`src/rtl/cbh_pkg.sv`:
```
package cbh_pkg;

    localparam int LEVELS      = 16;
    localparam int Q_W         = $clog2(LEVELS);
    localparam int LUMA_BINS   = 16;
    localparam int LUMA_BIN_W  = $clog2(LUMA_BINS);
    localparam int BUCKET_AW   = 12;
    localparam int SUM_W       = 32;
    localparam int COUNT_W     = 24;
    localparam int FIFO_DEPTH  = 4;
    localparam int FIFO_AW     = $clog2(FIFO_DEPTH);
    localparam int FIFO_CW     = $clog2(FIFO_DEPTH + 1);

    localparam logic [COUNT_W-1:0]   COUNT_MAX      = '1;
    localparam logic [BUCKET_AW-1:0] LAST_BUCKET    = '1;
    localparam logic [12:0]          WIDTH_MAX      = 13'd4096;
    localparam logic [12:0]          WIDTH_RESET    = 13'd640;
    localparam logic [7:0]           STEP_RESET     = 8'd1;

    typedef enum logic [1:0] {
        REQ_PIXEL       = 2'd0,
        REQ_CLEAR       = 2'd1,
        REQ_READ_BUCKET = 2'd2,
        REQ_READ_LUMA   = 2'd3
    } t_req;

    typedef enum logic {
        CFG_FRAME_WIDTH = 1'b0,
        CFG_SAMPLE_STEP = 1'b1
    } t_cfg_index;

    // one accepted beat after position tracking and bucket indexing
    typedef struct packed {
        logic                   valid;
        t_req                   req;
        logic                   keep;
        logic [BUCKET_AW-1:0]   addr;
        logic [7:0]             red;
        logic [7:0]             green;
        logic [7:0]             blue;
        logic [LUMA_BIN_W-1:0]  bin;
    } t_stage;

    typedef struct packed {
        logic [SUM_W-1:0]   red_sum;
        logic [SUM_W-1:0]   green_sum;
        logic [SUM_W-1:0]   blue_sum;
        logic [COUNT_W-1:0] count;
    } t_bucket;

    typedef struct packed {
        logic [SUM_W-1:0]   red_sum;
        logic [SUM_W-1:0]   green_sum;
        logic [SUM_W-1:0]   blue_sum;
        logic [COUNT_W-1:0] bucket_count;
        logic [COUNT_W-1:0] luma_count;
        logic [COUNT_W-1:0] sample_total;
    } t_result;

    // round to LEVELS steps: (c*(LEVELS-1)+127)/255 as a threshold search
    function automatic logic [Q_W-1:0] quantize(input logic [7:0] c);
        logic [11:0]    scaled;
        logic [Q_W-1:0] q;
        scaled = 12'(c) * 12'(LEVELS - 1) + 12'd127;
        q = '0;
        for (int k = 1; k < LEVELS; k++) begin
            if (scaled >= 12'(255 * k)) begin
                q = Q_W'(k);
            end
        end
        return q;
    endfunction

    function automatic logic [BUCKET_AW-1:0] bucket_index(
        input logic [Q_W-1:0] qr,
        input logic [Q_W-1:0] qg,
        input logic [Q_W-1:0] qb
    );
        logic [BUCKET_AW-1:0] idx;
        idx = BUCKET_AW'(qr) * BUCKET_AW'(LEVELS) + BUCKET_AW'(qg);
        idx = idx * BUCKET_AW'(LEVELS) + BUCKET_AW'(qb);
        return idx;
    endfunction

endpackage

```
`src/rtl/cbh_sampler.sv`:
```
module cbh_sampler import cbh_pkg::*; (
    input  logic        i_clk,
    input  logic        i_rst_n,
    input  logic        i_accept,
    input  t_req        i_req,
    input  logic [7:0]  i_red,
    input  logic [7:0]  i_green,
    input  logic [7:0]  i_blue,
    input  logic [11:0] i_read_index,
    input  logic [12:0] i_frame_width,
    input  logic [7:0]  i_sample_step,
    output t_stage      o_stage
);

    logic [11:0] r_col_pos;
    logic [7:0]  r_col_phase;
    logic [7:0]  r_row_phase;
    t_stage      r_stage;

    logic [7:0]  step_eff;
    logic [12:0] width_eff;
    logic        row_end;
    logic [7:0]  col_phase_inc;
    logic [7:0]  row_phase_inc;
    logic [15:0] luma_sum;
    logic [BUCKET_AW-1:0] pix_index;
    t_stage      n_stage;

    always_comb begin
        step_eff  = (i_sample_step == 8'd0) ? 8'd1 : i_sample_step;
        width_eff = (i_frame_width == 13'd0) ? 13'd1 :
                    ((i_frame_width > WIDTH_MAX) ? WIDTH_MAX : i_frame_width);
        row_end   = ({1'b0, r_col_pos} + 13'd1) >= width_eff;
        // a phase at or past the step wraps on its next advance
        col_phase_inc = (({1'b0, r_col_phase} + 9'd1) >= {1'b0, step_eff}) ?
                        8'd0 : r_col_phase + 8'd1;
        row_phase_inc = (({1'b0, r_row_phase} + 9'd1) >= {1'b0, step_eff}) ?
                        8'd0 : r_row_phase + 8'd1;

        luma_sum  = 16'(i_red) * 16'd54 + 16'(i_green) * 16'd183 + 16'(i_blue) * 16'd19;
        pix_index = bucket_index(quantize(i_red), quantize(i_green), quantize(i_blue));

        n_stage       = '0;
        n_stage.valid = i_accept;
        n_stage.req   = i_req;
        n_stage.keep  = (r_col_phase == 8'd0) && (r_row_phase == 8'd0);
        n_stage.addr  = (i_req == REQ_PIXEL) ? pix_index : i_read_index;
        n_stage.red   = i_red;
        n_stage.green = i_green;
        n_stage.blue  = i_blue;
        n_stage.bin   = luma_sum[15:12];
    end

    always_ff @(posedge i_clk) begin
        if (!i_rst_n) begin
            r_col_pos     <= '0;
            r_col_phase   <= '0;
            r_row_phase   <= '0;
            r_stage       <= '0;
        end else begin
            r_stage <= n_stage;
            if (i_accept) begin
                if (i_req == REQ_CLEAR) begin
                    r_col_pos   <= '0;
                    r_col_phase <= '0;
                    r_row_phase <= '0;
                end else if (i_req == REQ_PIXEL) begin
                    if (row_end) begin
                        r_col_pos   <= '0;
                        r_col_phase <= '0;
                        r_row_phase <= row_phase_inc;
                    end else begin
                        r_col_pos   <= r_col_pos + 12'd1;
                        r_col_phase <= col_phase_inc;
                    end
                end
            end
        end
    end

    assign o_stage = r_stage;

endmodule

```
`config.mk`:
```
export PLATFORM = sky130hd
export DESIGN_NAME = cbh_sampler
export DESIGN_NICKNAME = d
export VERILOG_FILES = /design/src/rtl/cbh_pkg.sv /design/src/rtl/cbh_sampler.sv
export SDC_FILE = /design/constraint.sdc
export NUM_CORES = 1
export LEC_CHECK = 0
export ABC_CLOCK_PERIOD_IN_PS = 4700
export BUFFER_PORTS_ARGS = -buffer_cell sky130_fd_sc_hd__clkbuf_2
export CORE_MARGIN = 2
export CORE_UTILIZATION = 30
export CTS_CLUSTER_SIZE = 28
export DETAILED_ROUTE_END_ITERATION = 10
export PLACE_DENSITY = 0.58
export SKIP_LAST_GASP = 1
export SYNTH_ARGS = -nofsm -noshare
export SYNTH_HDL_FRONTEND = slang
export SYNTH_SLANG_ARGS = --single-unit
```
`constraint.sdc`:
```
create_clock -name i_clk -period 4.7 [get_ports i_clk]
set_clock_uncertainty 0.1 [all_clocks]
set_input_delay 0.235 -clock i_clk [delete_from_list [all_inputs] [get_ports i_clk]]
set_output_delay 0.235 -clock i_clk [all_outputs]
set_load 0.01 [all_outputs]
```
==> key figures <==
CTS
  • CTS H-tree depth: 3
  • Clock Latency Late Sink: 0.37 ns
  • Clock transition at path regs: 0.07 ns
  • CTS root buf: clkbuf_16
  • CTS Sinks: 72
  • TritonCTS clock tree: built
  • CTS max path bufs: 2
  • Num CTS Buffers: 9

Placement
  • Routability Congestion: 0.824
  • Dpl cells: 1,987
  • Setup WS pre-CTS: -0.461 ns
  • HPWL after detailed placement: 24.3 mm
  • PortBufs: approximately 110
  • Placed standard-cell area: between 10,000 and 15,000 sq um

Min path
  • Worst hold stages: 3
  • Hold EP: o_stage[30]
  • HP Class: in -> reg
  • Hold path startpoint: i_read_index[2]

Power and ir drop
  • Power density over the cells: 459 nW/um^2
  • LEAKAGE: 0.00690 uW
  • VDD IR max: 0.376 mV

Critical path
  • CP max stage delay: between 0.5 and 0.6 ns
  • Startpoint Class: input port
  • FF-to-FF path depth: 14
  • Reg-to-reg startpoint: r_col_pos[2]
  • Max Fanout on Critical Path: 4
  • Worst setup path startpoint: i_green[3]
  • Flop2flop setup slack: 0.38 ns
  • Setup CP Type: in -> reg
  • Capturing point of the worst reg2reg path: r_col_pos[9]
  • Crit-path most repeated cell: fa_2
  • CP Capture Type: flip-flop
  • Crit-path cells: clkbuf_8, buf_6, ha_2, inv_2, fa_1, inv_1, fa_2, inv_2, fa_1, inv_1, fa_2, fa_2, ha_4, o21a_1, o21ai_2, nor2_2, o31ai_4, nand2b_1, xor2_1, and2_1
  • Slowest CP cell: fa_2
  • Worst EP arrival: 4.74 ns
  • Worst EP required: 4.87 ns

STA
  • Hold slack: 0.0135 ns
  • Final period utilization: 0.973
  • Final Hold Vio Count: 0
  • Worst slew pin tran: roughly 0.8 ns
  • Final worst slack: 0.128 ns
  • Fmax: about 220 MHz
  • Slew Limit Fails: 0
  • Final setup viols: 0
  • Tmin final: between 4 and 5 ns
  • Rel. slew slack: 0.466
  • RSZ-0062 raised after global routing: yes

Run
  • Max Cap Violations: 0

Floorplan
  • Die Y: 196 um
  • Num ports: around 110
  • Initial Utilization: 0.303
  • # rows: 70
  • Die Wd: approximately 200 um
  • Core area: 36,500 sq um
  • Die area: 38,500 sq um

Routing
  • Drt first-iter violations: 279
  • Routed length per instance: 14.4 um
  • Highest routed metal layer: met4
  • Via count: roughly 9,600
  • Detailed-route DRC error count: 0
  • Vias per Instance: 4.79
  • Met3 wire len: 823 um
  • Routed Antenna Nets: 0
  • Metal2 WL: 13.7 mm
  • Pre-Repair DR Iteration Count: 5
  • Post-Route WL: slightly below 30 mm
  • M1 wire length: approximately 14 mm

Synthesis
  • Post-synthesis cell area: 11,100 sq um
  • Ys async rst share: 0
  • Register area share after synthesis: 0.130
  • Number of enable flip-flop cells after synthesis: 0
  • Post-synthesis sequential element count: 72
  • Yosys warnings: 0
  • Syn Nets: 1,661
  • Avg Cell Area, Syn: between 8 and 9 sq um
  • Yosys cell types: approximately 80
  • Ys flop type: dfxtp_1
  • Post-Synthesis Cells: 1,301

Final layout
  • Post-layout util: 0.378
  • Syn-to-layout area delta: 24.4%
  • Fraction of layout cells with a size suffix above 1: 0.216
  • Most frequent cells in the layout: inv_1, ha_1, buf_4
  • Commonest non-fill, non-tap cell in the layout: inv_1
  • Finished Layout Cells: approximately 2,000
  • Diode count: 0
  • Finished Cell Area: roughly 14,000 sq um
  • Final nets: ~1,900

GRT
  • GRT overflow: 0
  • Vias in the first global route: just under 10,000
  • Tot GR Track Use: 0.155
  • Global-route wire length before repair: 47.8 mm
  • Largest net degree at the start of global routing: 38
  • Antenna violations before repair: 0

Run status
  • Outcome: completed
## metrics by stage
| stage | TNS, ns | total power [uW] |
|---|---|---|
| global route | -0.112 | 7060 |
| floorplan | -0.0308 | 3850 |
| global placement | -1.51 | 5070 |
| detailed placement | -1.90 | 5150 |
| finish | 0 | 6330 |
| CTS | 0 | 6140 |
## cell usage after synthesis, types with 23 or more instances
master / number / area share
nor2_1: 47 / 0.016
o21ai_0: 62 / 0.028
and2_1: 36 / 0.020
xnor2_1: 39 / 0.031
dfxtp_1: 72 / 0.13
inv_1: 238 / 0.081
xor2_1: 23 / 0.018
a21oi_1: 57 / 0.026
nand3_1: 40 / 0.018
fa_1: 97 / 0.18
clkbuf_1: 24 / 0.0081
ha_1: 201 / 0.23
nand2_1: 77 / 0.026
## how the worst max path moves through the flow
stage / end / cells past startpoint
3_5_place_dp: o_stage[1] / 18
2_1_floorplan: o_stage[1] / 18
5_1_grt: o_stage[1] / 24
4_1_cts: o_stage[1] / 19
3_3_place_gp: o_stage[1] / 19
6_report: o_stage[1] / 20
## critical path: cells and delay by family
| family | cells | cell delay (ns) |
|---|---|---|
| adders and majority gates | 7 | 2.91 |
| xor gates and xnor gates | 1 | 0.17 |
| AOI/OAI and AO/OA | 3 | 0.62 |
| and+or+nand+nor | 3 | 0.37 |
| buffers and inverters | 6 | 0.43 |
## layer usage
layer,vias to the layer above,global-route usage
li1,4873,-
met3,40,0.0182
met1,4547,0.200
met5,-,0
met2,155,0.266
met4,0,0.0592
## flip-flops by register name, indices dropped and copies added, names as in the netlist
signal and count:
o_stage 44, r_col_phase 8, r_col_pos 12, r_row_phase 8
## repair_timing
| item | in CTS | in global routing |
|---|---|---|
| endpoints found under the hold margin | 2 | 0 |
| hold buffers | 2 | 0 |
| pin swaps | 20 | 31 |
| buffers inserted | 0 | 2 |
| setup endpoints to repair | 3 | 5 |
| gates resized for setup | 20 | 43 |
## cells by family (layout without fill, tap and decap cells)
group / after synthesis / in the layout / share of synthesized area
adder cells (fa/ha/maj): 298 / 298 / 0.402
buffers and inverters: 266 / 504 / 0.0918
AO/OA/AOI/OAI: 265 / 265 / 0.162
multiplexers: 8 / 8 / 0.00734
AND/OR/NAND/NOR: 330 / 330 / 0.158
XOR/XNOR: 62 / 62 / 0.0490
flip-flops: 72 / 72 / 0.130
## power by group
| group | total (uW) | switching [uW] | internal, uW |
|---|---|---|---|
| Combinational | 4850 | 2600 | 2250 |
| Clock | 797 | 328 | 468 |
| Sequential | 687 | 22.3 | 664 |
| Total | 6330 | 2950 | 3380 |
## layout make-up
class / instances / area [sq um]
Clock buffer: 10 / 229
Sequential cell: 72 / 1440
Multi-Input combinational cell: 963 / 8870
Fill cell: 3715 / 22700
Tap cell: 468 / 586
Inverter: 238 / 897
Clock inverter: 6 / 90.1
Timing Repair Buffer: 250 / 1680
No activity file was read; power rests on OpenSTA's default activity.
